<file path="src/rtl/core/rsd_pkg.sv">
`default_nettype none

package rsd_pkg;

    // Kind of one input transaction
    typedef enum logic
    {
        KIND_DATA = 1'b0,
        KIND_TICK = 1'b1
    } item_kind_t;

    // Classified input transaction carried from front to back
    typedef struct packed
    {
        item_kind_t kind;
        logic       last;
        logic [7:0] data;
    } item_t;

    // One result transaction
    typedef struct packed
    {
        logic [15:0] word;
        logic        chunk_end;
        logic        protocol_error;
    } result_t;

    // Decoupling queue geometry
    localparam int Q_DEPTH = 4;
    localparam int Q_AW    = 2;
    localparam int Q_CW    = 3;

    // Header field masks and group limits
    localparam logic [7:0] HDR_PAYLOAD_MASK = 8'h7f;
    localparam logic [7:0] HDR_FINAL_MASK   = 8'h80;
    localparam int         HDR_GROUP_BITS   = 7;
    localparam int         HDR_MAX_GROUPS   = 5;

endpackage

`default_nettype wire

</file>
<file path="src/rtl/core/rsd_front.sv">
`default_nettype none

module rsd_front
(
    input  wire logic          clk,
    input  wire logic          rst_n,
    input  wire logic          in_valid,
    output logic               in_ready,
    input  wire logic          in_kind,
    input  wire logic [7:0]    in_data,
    input  wire logic          in_last,
    output logic               q_valid,
    input  wire logic          q_ready,
    output rsd_pkg::item_t     q_item
);

    logic           valid_reg;
    logic           valid_next;
    rsd_pkg::item_t item_reg;
    rsd_pkg::item_t item_next;

    // Accept whenever the stage is empty or draining this cycle
    assign in_ready = !valid_reg || q_ready;

    // Classify the incoming transaction
    always_comb
    begin
        item_next      = item_reg;
        valid_next     = valid_reg && !q_ready;
        if (in_valid && in_ready)
        begin
            valid_next     = 1'b1;
            item_next.kind = in_kind ? rsd_pkg::KIND_TICK : rsd_pkg::KIND_DATA;
            item_next.last = in_last;
            item_next.data = in_data;
        end
    end

    // Hold the valid flag
    always_ff @(posedge clk or negedge rst_n)
    begin
        if (!rst_n)
        begin
            valid_reg <= 1'b0;
        end
        else
        begin
            valid_reg <= valid_next;
        end
    end

    // Hold the payload
    always_ff @(posedge clk)
    begin
        item_reg <= item_next;
    end

    assign q_valid = valid_reg;
    assign q_item  = item_reg;

endmodule

`default_nettype wire

</file>
<file path="src/rtl/core/rsd_queue.sv">
`default_nettype none

module rsd_queue
(
    input  wire logic           clk,
    input  wire logic           rst_n,
    input  wire logic           in_valid,
    output logic                in_ready,
    input  wire rsd_pkg::item_t in_item,
    output logic                out_valid,
    input  wire logic           out_ready,
    output rsd_pkg::item_t      out_item
);

    rsd_pkg::item_t                mem [rsd_pkg::Q_DEPTH];
    logic [rsd_pkg::Q_AW-1:0]      wr_ptr_reg;
    logic [rsd_pkg::Q_AW-1:0]      rd_ptr_reg;
    logic [rsd_pkg::Q_CW-1:0]      count_reg;
    logic                          push;
    logic                          pop;

    assign in_ready  = count_reg != rsd_pkg::Q_CW'(rsd_pkg::Q_DEPTH);
    assign out_valid = count_reg != '0;
    assign push      = in_valid && in_ready;
    assign pop       = out_valid && out_ready;
    assign out_item  = mem[rd_ptr_reg];

    // Advance pointers and occupancy
    always_ff @(posedge clk or negedge rst_n)
    begin
        if (!rst_n)
        begin
            wr_ptr_reg <= '0;
            rd_ptr_reg <= '0;
            count_reg  <= '0;
        end
        else
        begin
            if (push)
            begin
                wr_ptr_reg <= wr_ptr_reg + 1'b1;
            end
            if (pop)
            begin
                rd_ptr_reg <= rd_ptr_reg + 1'b1;
            end
            if (push && !pop)
            begin
                count_reg <= count_reg + 1'b1;
            end
            else if (pop && !push)
            begin
                count_reg <= count_reg - 1'b1;
            end
        end
    end

    // Store entries
    always_ff @(posedge clk)
    begin
        if (push)
        begin
            mem[wr_ptr_reg] <= in_item;
        end
    end

endmodule

`default_nettype wire

</file>
<file path="src/rtl/core/rsd_back.sv">
`default_nettype none

module rsd_back
#(
    parameter int CHUNK_WORDS      = 512,
    parameter int MAX_HEADER_BYTES = 5
)
(
    input  wire logic          clk,
    input  wire logic          rst_n,
    input  wire logic          q_valid,
    output logic               q_ready,
    input  wire rsd_pkg::item_t q_item,
    output logic               out_valid,
    input  wire logic          out_ready,
    output rsd_pkg::result_t   out_res
);

    localparam int CNT_W = $clog2(CHUNK_WORDS + 1);

    typedef enum logic [2:0]
    {
        PH_HEADER,
        PH_REP_FIRST,
        PH_REP_SECOND,
        PH_EXPAND,
        PH_LIT_FIRST,
        PH_LIT_SECOND
    } phase_t;

    phase_t            phase_reg,   phase_next;
    logic [30:0]       run_reg,     run_next;
    logic [2:0]        hidx_reg,    hidx_next;
    logic [31:0]       acc_reg,     acc_next;
    logic [7:0]        held_reg,    held_next;
    logic [15:0]       rep_reg,     rep_next;
    logic [CNT_W-1:0]  chunk_reg,   chunk_next;
    logic              ending_reg,  ending_next;
    logic              ovalid_reg,  ovalid_next;
    rsd_pkg::result_t  ores_reg,    ores_next;

    logic              pop;
    logic              res_valid;
    rsd_pkg::result_t  res;
    logic              word_out;
    logic [CNT_W-1:0]  chunk_inc;
    logic              chunk_wrap;
    logic [5:0]        shamt;
    logic [38:0]       grp_shift;
    logic [31:0]       acc_new;
    logic [30:0]       run_dec;

    assign q_ready    = !ovalid_reg || out_ready;
    assign pop        = q_valid && q_ready;
    assign chunk_inc  = chunk_reg + 1'b1;
    assign chunk_wrap = chunk_inc == CNT_W'(CHUNK_WORDS);
    assign shamt      = 6'(hidx_reg) * 6'(rsd_pkg::HDR_GROUP_BITS);
    assign grp_shift  = 39'(q_item.data & rsd_pkg::HDR_PAYLOAD_MASK) << shamt;
    assign run_dec    = run_reg - 1'b1;

    // Decode one transaction per cycle while q_ready lets the queue pop
    always_comb
    begin
        phase_next  = phase_reg;
        run_next    = run_reg;
        hidx_next   = hidx_reg;
        acc_next    = acc_reg;
        held_next   = held_reg;
        rep_next    = rep_reg;
        chunk_next  = chunk_reg;
        ending_next = ending_reg;
        res_valid   = 1'b0;
        res         = '0;
        word_out    = 1'b0;
        acc_new     = acc_reg;

        if (pop)
        begin
            if (q_item.kind == rsd_pkg::KIND_TICK)
            begin
                // Emit one repeat word
                if (phase_reg == PH_EXPAND)
                begin
                    res_valid     = 1'b1;
                    res.word      = rep_reg;
                    res.chunk_end = chunk_wrap;
                    chunk_next    = chunk_wrap ? '0 : chunk_inc;
                    run_next      = run_dec;
                    if (run_dec == '0)
                    begin
                        phase_next = PH_HEADER;
                        if (ending_reg)
                        begin
                            res.chunk_end = 1'b1;
                            hidx_next     = '0;
                            acc_next      = '0;
                            run_next      = '0;
                            chunk_next    = '0;
                            ending_next   = 1'b0;
                        end
                    end
                end
            end
            else if (phase_reg == PH_EXPAND)
            begin
                // Drop a data byte that arrives during expansion
                res_valid          = 1'b1;
                res.protocol_error = 1'b1;
            end
            else
            begin
                case (phase_reg)
                    PH_HEADER:
                    begin
                        if (hidx_reg < 3'(MAX_HEADER_BYTES) &&
                            hidx_reg < 3'(rsd_pkg::HDR_MAX_GROUPS))
                        begin
                            acc_new   = acc_reg | grp_shift[31:0];
                            hidx_next = hidx_reg + 1'b1;
                        end
                        else
                        begin
                            res_valid          = 1'b1;
                            res.protocol_error = 1'b1;
                        end
                        acc_next = acc_new;
                        if ((q_item.data & rsd_pkg::HDR_FINAL_MASK) != '0)
                        begin
                            run_next = acc_new[31:1];
                            if (acc_new[0])
                            begin
                                phase_next = PH_REP_FIRST;
                            end
                            else
                            begin
                                phase_next = (acc_new[31:1] != '0) ? PH_LIT_FIRST
                                                                   : PH_HEADER;
                            end
                            acc_next  = '0;
                            hidx_next = '0;
                        end
                    end
                    PH_REP_FIRST:
                    begin
                        held_next  = q_item.data;
                        phase_next = PH_REP_SECOND;
                    end
                    PH_REP_SECOND:
                    begin
                        rep_next   = {q_item.data, held_reg};
                        phase_next = (run_reg != '0) ? PH_EXPAND : PH_HEADER;
                    end
                    PH_LIT_FIRST:
                    begin
                        held_next  = q_item.data;
                        phase_next = PH_LIT_SECOND;
                    end
                    PH_LIT_SECOND:
                    begin
                        res_valid     = 1'b1;
                        word_out      = 1'b1;
                        res.word      = {q_item.data, held_reg};
                        res.chunk_end = chunk_wrap;
                        chunk_next    = chunk_wrap ? '0 : chunk_inc;
                        run_next      = run_dec;
                        phase_next    = (run_dec != '0) ? PH_LIT_FIRST : PH_HEADER;
                    end
                    default:
                    begin
                        phase_next = PH_HEADER;
                    end
                endcase

                // Close the stream on its last byte, or defer the close to the last repeat word
                if (q_item.last)
                begin
                    if (phase_next == PH_EXPAND)
                    begin
                        ending_next = 1'b1;
                    end
                    else
                    begin
                        if (word_out)
                        begin
                            res.chunk_end = 1'b1;
                        end
                        phase_next  = PH_HEADER;
                        hidx_next   = '0;
                        acc_next    = '0;
                        run_next    = '0;
                        chunk_next  = '0;
                        ending_next = 1'b0;
                    end
                end
            end
        end
    end

    // Load or drain the output register
    always_comb
    begin
        ovalid_next = ovalid_reg && !out_ready;
        ores_next   = ores_reg;
        if (pop && res_valid)
        begin
            ovalid_next = 1'b1;
            ores_next   = res;
        end
    end

    // Hold control state
    always_ff @(posedge clk or negedge rst_n)
    begin
        if (!rst_n)
        begin
            phase_reg  <= PH_HEADER;
            run_reg    <= '0;
            hidx_reg   <= '0;
            acc_reg    <= '0;
            held_reg   <= '0;
            rep_reg    <= '0;
            chunk_reg  <= '0;
            ending_reg <= 1'b0;
            ovalid_reg <= 1'b0;
        end
        else
        begin
            phase_reg  <= phase_next;
            run_reg    <= run_next;
            hidx_reg   <= hidx_next;
            acc_reg    <= acc_next;
            held_reg   <= held_next;
            rep_reg    <= rep_next;
            chunk_reg  <= chunk_next;
            ending_reg <= ending_next;
            ovalid_reg <= ovalid_next;
        end
    end

    // Hold the result payload
    always_ff @(posedge clk)
    begin
        ores_reg <= ores_next;
    end

    assign out_valid = ovalid_reg;
    assign out_res   = ores_reg;

endmodule

`default_nettype wire

</file>
<file path="src/rtl/core/rle16_stopbit_decoder_core.sv">
// Run-length decoder for a byte stream of 16-bit words.
// Slave channel: one transaction per byte or tick. s_tuser = 1 asks for one
// repeat word (tick), s_tuser = 0 carries a compressed byte in s_tdata[7:0];
// s_tlast marks the final byte of the compressed stream.
// Master channel: m_tdata[15:0] is the decoded word, m_tlast marks the last
// word of a chunk of CHUNK_WORDS words or of the stream, m_tuser flags a
// protocol error (byte during expansion or overlong header) that carries no
// word. A transaction yields zero or one result.
// Throughput: one slave transaction per cycle, sustained, while m_tready is
// high. The decoder state machine in the back end then retires one queued
// transaction each cycle. A slave transaction passes the input register,
// then a queue entry, then the output register before m_tvalid rises with
// its result.
// When the receiver stalls, the output register holds its result; the queue
// absorbs up to four more transactions plus one in the input register before
// s_tready drops.
// Reset: all control state clears, the decoder waits for a header byte.
`default_nettype none

module rle16_stopbit_decoder_core
#(
    parameter int CHUNK_WORDS      = 512,
    parameter int MAX_HEADER_BYTES = 5
)
(
    input  wire logic          clk,
    input  wire logic          rst_n,
    input  wire logic          s_tvalid,
    output logic               s_tready,
    input  wire logic [7:0]    s_tdata,    // [7:0] in_byte
    input  wire logic          s_tuser,    // [0] req_type
    input  wire logic          s_tlast,
    output logic               m_tvalid,
    input  wire logic          m_tready,
    output logic [15:0]        m_tdata,    // [15:0] out_word
    output logic               m_tuser,    // [0] protocol_error
    output logic               m_tlast
);

    logic              fq_valid;
    logic              fq_ready;
    rsd_pkg::item_t    fq_item;
    logic              qb_valid;
    logic              qb_ready;
    rsd_pkg::item_t    qb_item;
    rsd_pkg::result_t  res;

    // Accept and classify
    rsd_front u_front
    (
        .clk      (clk),
        .rst_n    (rst_n),
        .in_valid (s_tvalid),
        .in_ready (s_tready),
        .in_kind  (s_tuser),
        .in_data  (s_tdata),
        .in_last  (s_tlast),
        .q_valid  (fq_valid),
        .q_ready  (fq_ready),
        .q_item   (fq_item)
    );

    // Decouple front and back
    rsd_queue u_queue
    (
        .clk       (clk),
        .rst_n     (rst_n),
        .in_valid  (fq_valid),
        .in_ready  (fq_ready),
        .in_item   (fq_item),
        .out_valid (qb_valid),
        .out_ready (qb_ready),
        .out_item  (qb_item)
    );

    // Decode and emit
    rsd_back
    #(
        .CHUNK_WORDS      (CHUNK_WORDS),
        .MAX_HEADER_BYTES (MAX_HEADER_BYTES)
    )
    u_back
    (
        .clk       (clk),
        .rst_n     (rst_n),
        .q_valid   (qb_valid),
        .q_ready   (qb_ready),
        .q_item    (qb_item),
        .out_valid (m_tvalid),
        .out_ready (m_tready),
        .out_res   (res)
    );

    assign m_tdata = res.word;
    assign m_tlast = res.chunk_end;
    assign m_tuser = res.protocol_error;

endmodule

`default_nettype wire

</file>
<file path="config.mk">
export PLATFORM = sky130hd
export DESIGN_NAME = rle16_stopbit_decoder_core
export DESIGN_NICKNAME = d
export VERILOG_FILES = /design/src/rtl/core/rsd_pkg.sv /design/src/rtl/core/rsd_front.sv /design/src/rtl/core/rsd_queue.sv /design/src/rtl/core/rsd_back.sv /design/src/rtl/core/rle16_stopbit_decoder_core.sv
export SDC_FILE = /design/constraint.sdc
export NUM_CORES = 1
export LEC_CHECK = 0
export ABC_AREA = 1
export BUFFER_PORTS_ARGS = -buffer_cell sky130_fd_sc_hd__buf_2
export CAP_MARGIN = 20
export CELL_PAD_IN_SITES_DETAIL_PLACEMENT = 2
export CELL_PAD_IN_SITES_GLOBAL_PLACEMENT = 2
export CORE_ASPECT_RATIO = 0.9
export CORE_MARGIN = 2
export CORE_UTILIZATION = 30
export DETAILED_ROUTE_END_ITERATION = 10
export GPL_ROUTABILITY_DRIVEN = 0
export GPL_TIMING_DRIVEN = 0
export HOLD_SLACK_MARGIN = 0.08
export PLACE_DENSITY_LB_ADDON = 0.15
export SETUP_SLACK_MARGIN = 0.15
export SLEW_MARGIN = 40
export SYNTH_ARGS = -nofsm -noshare
export SYNTH_HDL_FRONTEND = slang
export SYNTH_SLANG_ARGS = --single-unit
</file>
<file path="constraint.sdc">
create_clock -name clk -period 7.9 [get_ports clk]
set_input_delay 1.58 -clock clk [delete_from_list [all_inputs] [get_ports clk]]
set_output_delay 1.58 -clock clk [all_outputs]
set_load 0.05 [all_outputs]
</file>
* Word-level counts from Yosys, hierarchy flattened
Memories as Yosys holds them, arrays and structs flattened.
Cells that the tools add are included.
** Operators by class
- Add/subtract/negate cells :: 7
- $mul :: 1
- Magnitude comparators :: 1
- Eq/ne operators :: 12
- Shift-type cells :: 1
- Multiplexer cells :: 91
- Bitwise operators :: 4
- Reductions and logical operators :: 32
** Operators with widths (count)
- 32-bit two-way mux :: 14
- 31-bit two-way mux :: 8
- 31-bit nonzero test :: 3
- 10-bit two-way mux :: 9
- 3-bit two-way mux :: 25
- 17-bit two-way mux :: 4
- 31-bit case mux with 2 select lines :: 1
- 32-bit bitwise OR :: 1
- 7-bit by 6-bit << shifter with 32-bit output :: 1
- 31-bit zero test :: 1
- 31-bit by 1-bit subtractor with 31-bit output (second input constant) :: 1
- 1-bit two-way mux :: 27
- 3-bit case mux with 5 select lines :: 1
- 4-bit AND reduction :: 3
- 10-bit by 1-bit adder with 10-bit output (second input constant) :: 1
- 10-bit == test (second input constant) :: 1
- 5-bit AND reduction :: 2
- 3-bit by 2-bit == test with 1-bit output (second input constant) :: 3
- 1-bit logical AND :: 8
- 3-bit by 1-bit adder with 3-bit output (second input constant) :: 2
- 3-bit == test (second input constant) :: 2
- 1-bit zero test :: 6
- 3-bit by 3-bit multiplier with 6-bit output (second input constant) :: 1
- 2-bit by 1-bit adder with 2-bit output (second input constant) :: 2
- other kinds (15) :: 22
** Storage, ports and cells
- Register bits :: 141
- RAM bits :: 40
- Input bits :: 14
- Output and inout port bits :: 20
- Memories kept :: 1
** Memories
- u_queue.mem :: depth 4, bits a word 10, rd ports 1, clocked after memory_dff 0, write ports 1, RTL line rsd_queue.sv:15 : rsd_pkg::item_t mem [rsd_pkg::Q_DEPTH];

* Longest topological paths before layout
Gate-level depths: netlist of run 1.
- Word-level depth :: 21
- Mapped depth :: 20
- Mapped depth without buffers :: 18

* Modules after synthesis
Synthesis of run 1 repeated with hierarchy kept, for this count alone.
** Second synthesis, totals
- Cells, all modules :: 1485
- Area, all modules :: 11237.0 um^2
** By module, submodules not included
- rsd_back :: times used 1, cells each 1293, area an instance 8832.2 um^2, seq. area each 3168.0 um^2
- rsd_queue :: times used 1, cells each 176, area an instance 2059.5 um^2, seq. area each 1376.3 um^2
- rsd_front :: times used 1, cells each 16, area an instance 345.3 um^2, seq. area each 325.3 um^2

* Worst setup path after synthesis of run 1
Ideal clock, no wire load.
- Path type :: input port to flip-flop
- From :: in m_tready
- To :: reg u_back.ores_reg (netlist bit u_back.out_res[0]) (enable)
- Arrival time :: 3.076 ns
- Required time :: 7.508 ns
- Path slack :: 4.432 ns
- Cell stages on the path :: 4
- Path through :: nor2_1 a31oi_1 o21ai_0 nor2_1
** Between the ends
- Longest elaborated chain between the ends :: 4
** RTL lines
- start: declaration :: RTL line rle16_stopbit_decoder_core.sv:34 : input wire logic m_tready,
- 1-bit logical OR (*) :: RTL line rsd_back.sv:53 : assign q_ready = !ovalid_reg || out_ready;
- 1-bit logical AND (*) :: RTL line rsd_back.sv:54 : assign pop = q_valid && q_ready;
- 1-bit two-way mux :: RTL line rsd_back.sv:77 : if (pop)
- 1-bit logical AND (*) :: RTL line rsd_back.sv:204 : if (pop && res_valid)
- end signal: assignment :: RTL line rsd_back.sv:243 : ores_reg <= ores_next;
- end: declaration :: RTL line rsd_back.sv:40 : rsd_pkg::result_t ores_reg, ores_next;
Mark *: on every way between the ends. The rest lies on a longest branch, timed or not.
A chain may end at the register's enable or synchronous reset.

* Final worst setup path of run 1
- From :: reg u_queue.rd_ptr_reg[0] in the netlist's numbering
- To :: reg u_back.run_reg[29]
** Between the ends
- Longest elaborated chain between the ends :: 21
- Elaborated cells on any way between the ends :: 26
** RTL lines
- start: declaration :: RTL line rsd_queue.sv:17 : logic [rsd_pkg::Q_AW-1:0] rd_ptr_reg;
- start signal: assignment :: RTL line rsd_queue.sv:45 : rd_ptr_reg <= rd_ptr_reg + 1'b1;
- memory 4 x 10 bit (*)
- 7-bit by 6-bit << shifter with 32-bit output :: RTL line rsd_back.sv:58 : assign grp_shift = 39'(q_item.data & rsd_pkg::HDR_PAYLOAD_MASK) << shamt;
- 32-bit bitwise OR :: RTL line rsd_back.sv:118 : acc_new = acc_reg | grp_shift[31:0];
- 32-bit two-way mux :: RTL line rsd_back.sv:115 : if (hidx_reg < 3'(MAX_HEADER_BYTES) &&
- 32-bit two-way mux :: RTL line rsd_back.sv:112 : case (phase_reg)
- 32-bit two-way mux :: RTL line rsd_back.sv:104 : else if (phase_reg == PH_EXPAND)
- 32-bit two-way mux :: RTL line rsd_back.sv:79 : if (q_item.kind == rsd_pkg::KIND_TICK)
- 32-bit two-way mux :: RTL line rsd_back.sv:77
- [5 not listed]
- 3-bit two-way mux :: RTL line rsd_back.sv:104
- 3-bit two-way mux :: RTL line rsd_back.sv:79
- 3-bit two-way mux :: RTL line rsd_back.sv:77
- 3-bit by 2-bit == test with 1-bit output :: RTL line rsd_back.sv:177 : if (phase_next == PH_EXPAND)
- 31-bit two-way mux :: RTL line rsd_back.sv:177
- 31-bit two-way mux :: RTL line rsd_back.sv:175 : if (q_item.last)
- 31-bit two-way mux :: RTL line rsd_back.sv:104
- 31-bit two-way mux :: RTL line rsd_back.sv:79
- end signal: assignment :: RTL line rsd_back.sv:229 : run_reg <= run_next;
- end: declaration :: RTL line rsd_back.sv:32 : logic [30:0] run_reg, run_next;
Mark *: on every way between the ends. The rest lies on a longest branch, timed or not. The select of a mux whose other input is x is not followed.

==> out/qor.txt, run 1 <==
Net count after synthesis: 1,403
Via-per-instance ratio: 5.22
Clock sink total: 181
Hold WS: 0.491 ns
Starting DRC count in detailed routing: 556
Setup Buffers After CTS: 0
IO Pins: 34
Final worst path period need: 3.91 ns
Critical path class: reg -> reg
Post-Syn Area: 10,400 µm²
Arr. time, crit path: 4.27 ns
VDD IR max: 0.188 mV
Worst slew margin: 44.9%
TritonCTS Buffers: 17
Slew Viols, Final: 0
Main area contributors after synthesis: dfrtp_1 (27%), edfxtp_1 (20%), nand2_1 (16%)
Unrepaired setup endpoints after global routing: no
Crit share post-route: 49.4%
Initial antenna violation count: 0
Worst-path maximum fanout: 11
Highest routed layer: met4
Die Width: 200 µm
CTS tree: built
Critical Path Source: u_queue.rd_ptr_reg[0]$_DFFE_PN0P_
Yosys warning count: 0
Port Buffer Count: 33
Pwr dens: 439 nW/µm²
R2R depth: 12
Initial Util: 30.6%
Largest net degree at the start of global routing: 64
Flop and latch count out of synthesis: 181
Met2 routed WL: 19.3 mm
Main flop type after synthesis: dfrtp_1
Maximum clock frequency: 256 MHz
Setup TNS: 0 ns
TritonRoute pass-1 iters: 4
Antenna cells: 0
Post-Route WL: 41.9 mm
Clock root cell: clkbuf_16
FF-to-FF Start: u_queue.rd_ptr_reg[0]$_DFFE_PN0P_
Total gr overflow: 0
GRT Util Overall: 23.9%
Clk pin slew, worst setup/hold paths: 0.08 ns
Final #Nets: 1,456
Top post-synthesis cells by count: nand2_1 (454), nor2_1 (127), o21ai_0 (120)
Mapped Cells: 1,377
Unique masters post-synth: 42
Post-synth top area share: 27.1%
Proportion of layout cells with a drive suffix above 1: 8.11%
Max-Cap Viols: 0
HPWL Detailed: 31.3 mm
Clock buffer depth: 2
Core Region: 34,100 µm²
Cell depth of the worst min-delay path: 2
Leakage: 5.19 nW
Total die area: 36,300 µm²
Async SR Flop Fraction: 62.4%
Status: completed
Setup slack, reg-to-reg: 3.99 ns
Critical Path RT: 8.27 ns
Drt wl/cell: 22.0 µm
Worst-Margin Slew: 0.824 ns
Die Height: 181 µm
Wire length on met3: 1.24 mm
Top cell type by total area after synthesis: dfrtp_1
DR vias: 9,944
Number of flip-flops under the largest register name: 40
Seq/Total Area, Yosys: 46.7%
DRC viols: 0
RR Endpoint: u_back.run_reg[29]$_DFFE_PN0P_
Clock latency on the worst-skew pair: 0.48 ns
Hold Path End: u_back.rep_reg[4]$_DFFE_PN0P_
FP Rows: 64
Final setup vio count: 0
Post-synth EDFFs: 68
Syn-to-layout area delta: 13.8%
First-pass GRT wire length: 65.7 mm
Hold wc startpoint: u_back.rep_reg[4]$_DFFE_PN0P_
Final hold violation count: 0
Layout Skew: 0.0183 ns
Antenna-violating nets left: 0
Avg Synthesized Cell Area: 7.57 µm²
Resize count post-CTS: 0
Count leader, synth: nand2_1
Cts hold-fix bufs: 0
Vias in the first global route: 10,829
Hold Crit Class: reg -> reg
Met1 wire length: 20.6 mm
H-Tree Depth: 4
Crit. End Element: flip-flop
Startpoint Class: flip-flop
[layout by cell type, fill, tap and decap left out, drive strengths merged]
| master | instances |
|---|---|
| nor3 | 32 |
| a21boi | 1 |
| a31oi | 2 |
| nand3 | 59 |
| o21ai | 136 |
| fa | 1 |
| dfrtp | 113 |
| inv | 126 |
| nand2 | 460 |
| o211a | 1 |
| o211ai | 13 |
| o221ai | 25 |
| a211oi | 3 |
| a22oi | 23 |
| a21oi | 67 |
| or2 | 2 |
| xnor2 | 1 |
| o22ai | 2 |
| o31ai | 1 |
| bufinv | 1 |
| buf | 54 |
| ha | 11 |
| clkbuf | 64 |
| clkinv | 6 |
| nand4 | 13 |
| xor2 | 12 |
| clkinvlp | 1 |
| edfxtp | 68 |
| nor2 | 137 |
| a32oi | 1 |
| nand3b | 7 |
[through the flow]
stage                     instances  total power [mW]  setup WS (ns)  util (%)  instance area, µm²
after global routing           1905              5.61           3.65      34.8               11900
after floorplan                1377              3.15           4.43         -               10400
after global placement         1872              4.17           3.25      32.7               11200
final                          1905              5.20           3.99      34.8               11900
after detailed placement       1873              4.28           3.52      32.9               11200
after CTS                      1905              5.23           3.97      34.8               11900
[worst max path at each step]
stage,end
after floorplan,u_back.out_res[0]$_SDFFCE_PP0P_
after global placement,u_queue.count_reg[1]$_DFFE_PN0P_
after detailed placement,u_queue.count_reg[2]$_DFFE_PN0P_
after CTS,u_back.run_reg[25]$_DFFE_PN0P_
after global routing,u_back.run_reg[25]$_DFFE_PN0P_
final,u_back.run_reg[29]$_DFFE_PN0P_
[power by group]
group          internal (mW)  switching [mW]  leakage [nW]
clock                  0.461           0.466         0.301
combinational          0.702            2.15          2.77
sequential              1.23           0.197          2.11
[final cells by class]
type | instances | area [µm²]
Fill cell | 4037 | 22300
Sequential cell | 181 | 4870
Multi-Input combinational cell | 1010 | 4830
Tap cell | 462 | 578
Inverter | 119 | 447
Clock buffer | 17 | 425
Buffer | 67 | 310
Timing Repair Buffer | 34 | 203
Clock inverter | 15 | 196
[per-layer routing]
layer / up-vias / global-route usage, %
met5: - / 0
met4: 0 / 6.37
met3: 39 / 3.84
met2: 131 / 38.7
met1: 5100 / 33.1
li1: 4674 / -
[cells by family after synthesis]
kind of cell / count (synthesis) / share of synthesized area (%)
flip-flops: 181 / 46.7
AO/OA/AOI/OAI: 275 / 15.4
XOR/XNOR: 13 / 1.09
adder cells (fa/ha/maj): 12 / 1.51
AND/OR/NAND/NOR: 710 / 28.0
buffers and inverters: 186 / 7.26
[critical path, cell delays in order (launching register included)]
cell and delay, ns:
dfrtp_1 0.43, inv_1 0.09, buf_2 0.24, buf_1 0.42, nand2_1 0.14, nand3_1 0.11
nand2_1 0.33, ha_1 0.42, nand2_1 0.17, clkbuf_1 0.50, clkbuf_1 0.62, a21oi_1 0.09
a22oi_1 0.23
Note: power is estimated with default switching activity, not from simulation.
==> run 2: changes to the inputs <==
- clock period: 7.9 -> 3.7 ns (I/O delays scaled with it)
==> out/qor.txt, run 2 (same netlist as run 1, synthesis figures left out) <==
Total die area: 36,300 µm²
Core Region: 34,100 µm²
H-Tree Depth: 4
Initial Util: 30.6%
Die Height: 181 µm
Crit share post-route: 89.5%
Crit. End Element: flip-flop
HPWL Detailed: 31.3 mm
FP Rows: 64
Total power: 11.2 mW
Via-per-instance ratio: 5.22
Final setup vio count: 0
Post-layout util: 34.8%
Final worst path period need: 3.31 ns
RR Endpoint: u_back.out_res[8]$_SDFFCE_PN0P_
Cells along the critical path: inv_1, buf_2, nand2_1, nand3_1, nand2_1, nor2_1, clkbuf_1, nand2_1, a21oi_1
Max-Cap Viols: 0
Met2 Use GR: 38.7%
Unrepaired setup endpoints after global routing: yes
VDD IR max: 0.395 mV
Most frequent cells in the layout: nand2_1 (453), nor2_1 (120), o21ai_0 (120)
Hold WS: 0.175 ns
Vias in the first global route: 10,827
Status: completed
Setup WS post-layout: 0.387 ns
GRT Util Overall: 23.9%
Total gr overflow: 0
TritonCTS Buffers: 17
Die Width: 200 µm
Final hold violation count: 0
Port Buffer Count: 33
Most used cell along the critical path: nand2_1
Proportion of layout cells with a drive suffix above 1: 8.74%
Post-route design area: 11,900 µm²
Maximum clock frequency: 302 MHz
IO Pins: 34
FF-to-FF Start: u_queue.rd_ptr_reg[0]$_DFFE_PN0P_
Worst slack, placed: -0.170 ns
Slew Viols, Final: 0
Worst slew margin: 43.4%
Clock root cell: clkbuf_16
Post-Route WL: 42.0 mm
Hold Crit Class: in -> async
TritonRoute pass-1 iters: 5
Largest net degree at the start of global routing: 64
Leakage: 5.21 nW
DRC viols: 0
DR vias: 9,938
Clock sink total: 181
Final instance count without filler cells: 1,904
Cts hold-fix bufs: 0
Syn-to-layout area delta: 13.9%
Critical path class: reg -> reg
Initial antenna violation count: 0
Clock buffer depth: 2
Startpoint Class: flip-flop
Met1 global-route usage: 33.1%
Final #Nets: 1,455
Placed cells: 1,873
GR Util met3: 3.84%
Setup slack, reg-to-reg: 0.39 ns
Antenna cells: 0
Starting DRC count in detailed routing: 579
Clk pin slew, worst setup/hold paths: 0.08 ns
Slowest Stage Delay on Critical Path: 0.76 ns
Antenna-violating nets left: 0
Post-DP Area: 11,200 µm²
Worst-Margin Slew: 0.849 ns
Clock latency on the worst-skew pair: 0.48 ns
Pwr dens: 940 nW/µm²
Slowest CP cell: nor2_1
First-pass GRT wire length: 65.8 mm
Drt wl/cell: 22.0 µm
Arr. time, crit path: 3.59 ns
CTS tree: built
Worst-path maximum fanout: 19
Number of flip-flops under the largest register name: 40
Layout Skew: 0.0195 ns
R2R depth: 9
Setup TNS: 0 ns
Commonest non-fill, non-tap cell in the layout: nand2_1
Setup Buffers After CTS: 0
Critical Path RT: 3.98 ns
Busiest grt layer: met2
==> run 2: cell type report <==
cell class	count	area, µm²
timing repair buffer	34	203
tap	462	578
buffer	66	315
sequential	181	4870
clock buffer	17	425
multi-input combinational	1010	4830
clock inverter	15	196
inverter	119	447
fill	4038	22200
==> run 2: worst max-delay path by stage <==
stage	endpoint	slack [ns]	cells after the start	start
floorplan	u_back.out_res[0]$_SDFFCE_PP0P_	1.07	4	m_tready
global placement	u_queue.count_reg[1]$_DFFE_PN0P_	-0.11	10	m_tready
detailed placement	u_back.run_reg[11]$_DFFE_PN0P_	-0.17	11	u_queue.rd_ptr_reg[0]$_DFFE_PN0P_
CTS	u_back.run_reg[20]$_DFFE_PN0P_	0.26	16	u_back.run_reg[0]$_DFFE_PN0P_
global route	u_back.chunk_reg[1]$_DFFE_PN0P_	0.13	18	u_back.run_reg[0]$_DFFE_PN0P_
finish	u_back.out_res[8]$_SDFFCE_PN0P_	0.39	9	u_queue.rd_ptr_reg[0]$_DFFE_PN0P_
==> run 2: report_power, final <==
group	internal [mW]	total, mW	switching, mW
clock network	0.984	1.99	1.00
registers	2.63	3.05	0.421
logic	1.51	6.12	4.61
total	5.12	11.2	6.03
==> run 2: layer usage <==
layer	up-vias	share of wire, %
met1	5095	50
li1	4678	-
met5	-	0
met4	0	1.8
met2	127	46
met3	38	2.7
==> run 2: critical path, delay by kind of cell (launching register included) <==
family	cells	cell delay [ns]
AOI/OAI and AO/OA	1	0.26
buffers and inverters	3	0.96
DFF	1	0.44
and+or+nand+nor	5	1.44
==> run 2: what timing repair did <==
item	CTS	global route
setup endpoints to repair	60	77
gates resized for setup	1	14
hold endpoints to repair	0	0
==> run 3: changes to the inputs <==
- CELL_PAD_IN_SITES_DETAIL_PLACEMENT: 2 -> 1
==> out/qor.txt, run 3 (same netlist as run 1, synthesis figures left out) <==
Status: completed
Largest net degree at the start of global routing: 64
Setup Buffers After CTS: 0
Final #Nets: 1,456
Layout Skew: 0.0135 ns
Via-per-instance ratio: 5.09
Post-route design area: 11,800 µm²
TritonCTS Buffers: 17
Die Width: 200 µm
Critical Path RT: 4.08 ns
H-Tree Depth: 4
Hold WS: 0.190 ns
Worst slew margin: 44.2%
Total gr overflow: 0
Final setup vio count: 0
Max-Cap Viols: 0
Hold Crit Class: in -> async
Most frequent cells in the layout: nand2_1 (453), nor2_1 (121), o21ai_0 (120)
Antenna cells: 0
Clock latency on the worst-skew pair: 0.48 ns
Post-layout util: 34.7%
Commonest non-fill, non-tap cell in the layout: nand2_1
Worst-Margin Slew: 0.837 ns
GR Util met3: 3.90%
Drt wl/cell: 20.3 µm
Clk pin slew, worst setup/hold paths: 0.07 ns
Final instance count without filler cells: 1,905
Die Height: 181 µm
CP Capture Point: u_back.run_reg[25]$_DFFE_PN0P_
Worst-path maximum fanout: 11
TritonRoute pass-1 iters: 5
Fill cell count: 4,204
Maximum clock frequency: 308 MHz
Syn-to-layout area delta: 13.5%
GRT Util Overall: 22.0%
Clock root cell: clkbuf_16
Critical Path Source: u_queue.rd_ptr_reg[0]$_DFFE_PN0P_
First-pass GRT wire length: 60.4 mm
Sequential cell area: 4870 µm²
FF-to-FF Start: u_queue.rd_ptr_reg[0]$_DFFE_PN0P_
Number of flip-flops under the largest register name: 40
Antenna-violating nets left: 0
Clock sink total: 181
VDD IR max: 0.383 mV
Arr. time, crit path: 3.63 ns
Initial antenna violation count: 0
Critical path class: reg -> reg
HPWL Detailed: 28.6 mm
Post-DP Area: 11,200 µm²
Pwr dens: 917 nW/µm²
Met2 Use GR: 33.3%
Post-Route WL: 38.7 mm
Total power: 10.9 mW
Starting DRC count in detailed routing: 544
Port Buffer Count: 33
Slew Viols, Final: 0
Crit share post-route: 87.8%
Final worst path period need: 3.25 ns
RR Endpoint: u_back.run_reg[25]$_DFFE_PN0P_
Setup slack, reg-to-reg: 0.45 ns
Proportion of layout cells with a drive suffix above 1: 8.59%
Startpoint Class: flip-flop
IO Pins: 34
DRC viols: 0
Setup TNS: 0 ns
Initial Util: 30.6%
Vias in the first global route: 9,907
Final hold violation count: 0
Total die area: 36,300 µm²
Met1 global-route usage: 32.2%
Worst slack, placed: -0.0783 ns
Crit. End Element: flip-flop
DR vias: 9,697
Clock buffer depth: 2
Leakage: 5.19 nW
R2R depth: 13
FP Rows: 64
Placed cells: 1,873
Unrepaired setup endpoints after global routing: no
Setup WS post-layout: 0.451 ns
Busiest grt layer: met2
CTS tree: built
Multi-input gate area: 4830 µm²
Core Region: 34,100 µm²
run 3: cell count changes in the layout (fill, tap and decap cells not counted):
cell / delta
buf_2: +1
clkbuf_2: +1
clkinv_1: +2
clkinv_4: +4
clkinv_8: -2
inv_8: -5
nor2_1: +1
nor2_2: -1
run 3: repair_timing:
item | CTS | global route
endpoints found under the hold margin | 0 | 0
hold buffers | 0 | 0
endpoints found under the setup margin | 54 | 63
gates cloned | 0 | 0
gates resized for setup | 5 | 10
run 3: per-layer routing:
metal | vias to the layer above | routed length (µm) | part of all wire, %
met4 | 0 | 611 | 1.6
met3 | 37 | 1660 | 4.3
met2 | 171 | 16800 | 43
li1 | 4687 | - | -
met1 | 4802 | 19600 | 51
met5 | - | 0 | 0
run 3: report_power, final:
| group | switching [mW] | internal [mW] |
|---|---|---|
| combinational | 4.44 | 1.52 |
| clock | 0.919 | 0.948 |
| sequential | 0.408 | 2.63 |
| total | 5.76 | 5.09 |
run 3: worst min path at each step:
stage	start	endpoint	slack, ns	depth (start not counted)
5_1_grt	rst_n	u_queue.wr_ptr_reg[0]$_DFFE_PN0P_	0.19	1
4_1_cts	rst_n	u_queue.wr_ptr_reg[0]$_DFFE_PN0P_	0.19	1
2_1_floorplan	rst_n	u_back.acc_reg[0]$_DFFE_PN0P_	0.44	0
6_report	rst_n	u_queue.wr_ptr_reg[0]$_DFFE_PN0P_	0.19	1
3_3_place_gp	u_back.rep_reg[6]$_DFFE_PN0P_	u_back.rep_reg[6]$_DFFE_PN0P_	0.47	2
3_5_place_dp	u_back.rep_reg[0]$_DFFE_PN0P_	u_back.rep_reg[0]$_DFFE_PN0P_	0.47	2
run 3: layout make-up:
type | count | share of cell area (%)
flip-flops and latches | 181 | 41.2
multi-input cells | 1010 | 40.8
well taps | 462 | 4.89
inverters | 119 | 3.78
clock buffers | 18 | 3.63
plain buffers | 67 | 2.72
repair buffers | 34 | 1.71
clock inverters | 14 | 1.27
run 3: critical path: stages, from the launching register on:
cell	delay, ns
dfrtp_1	0.43
inv_1	0.09
buf_2	0.23
clkbuf_2	0.28
nand2_1	0.09
nand3_1	0.08
nand2_1	0.32
ha_1	0.43
nand2_1	0.13
clkbuf_2	0.30
inv_1	0.32
clkbuf_2	0.30
nand2_1	0.08
o21ai_0	0.08
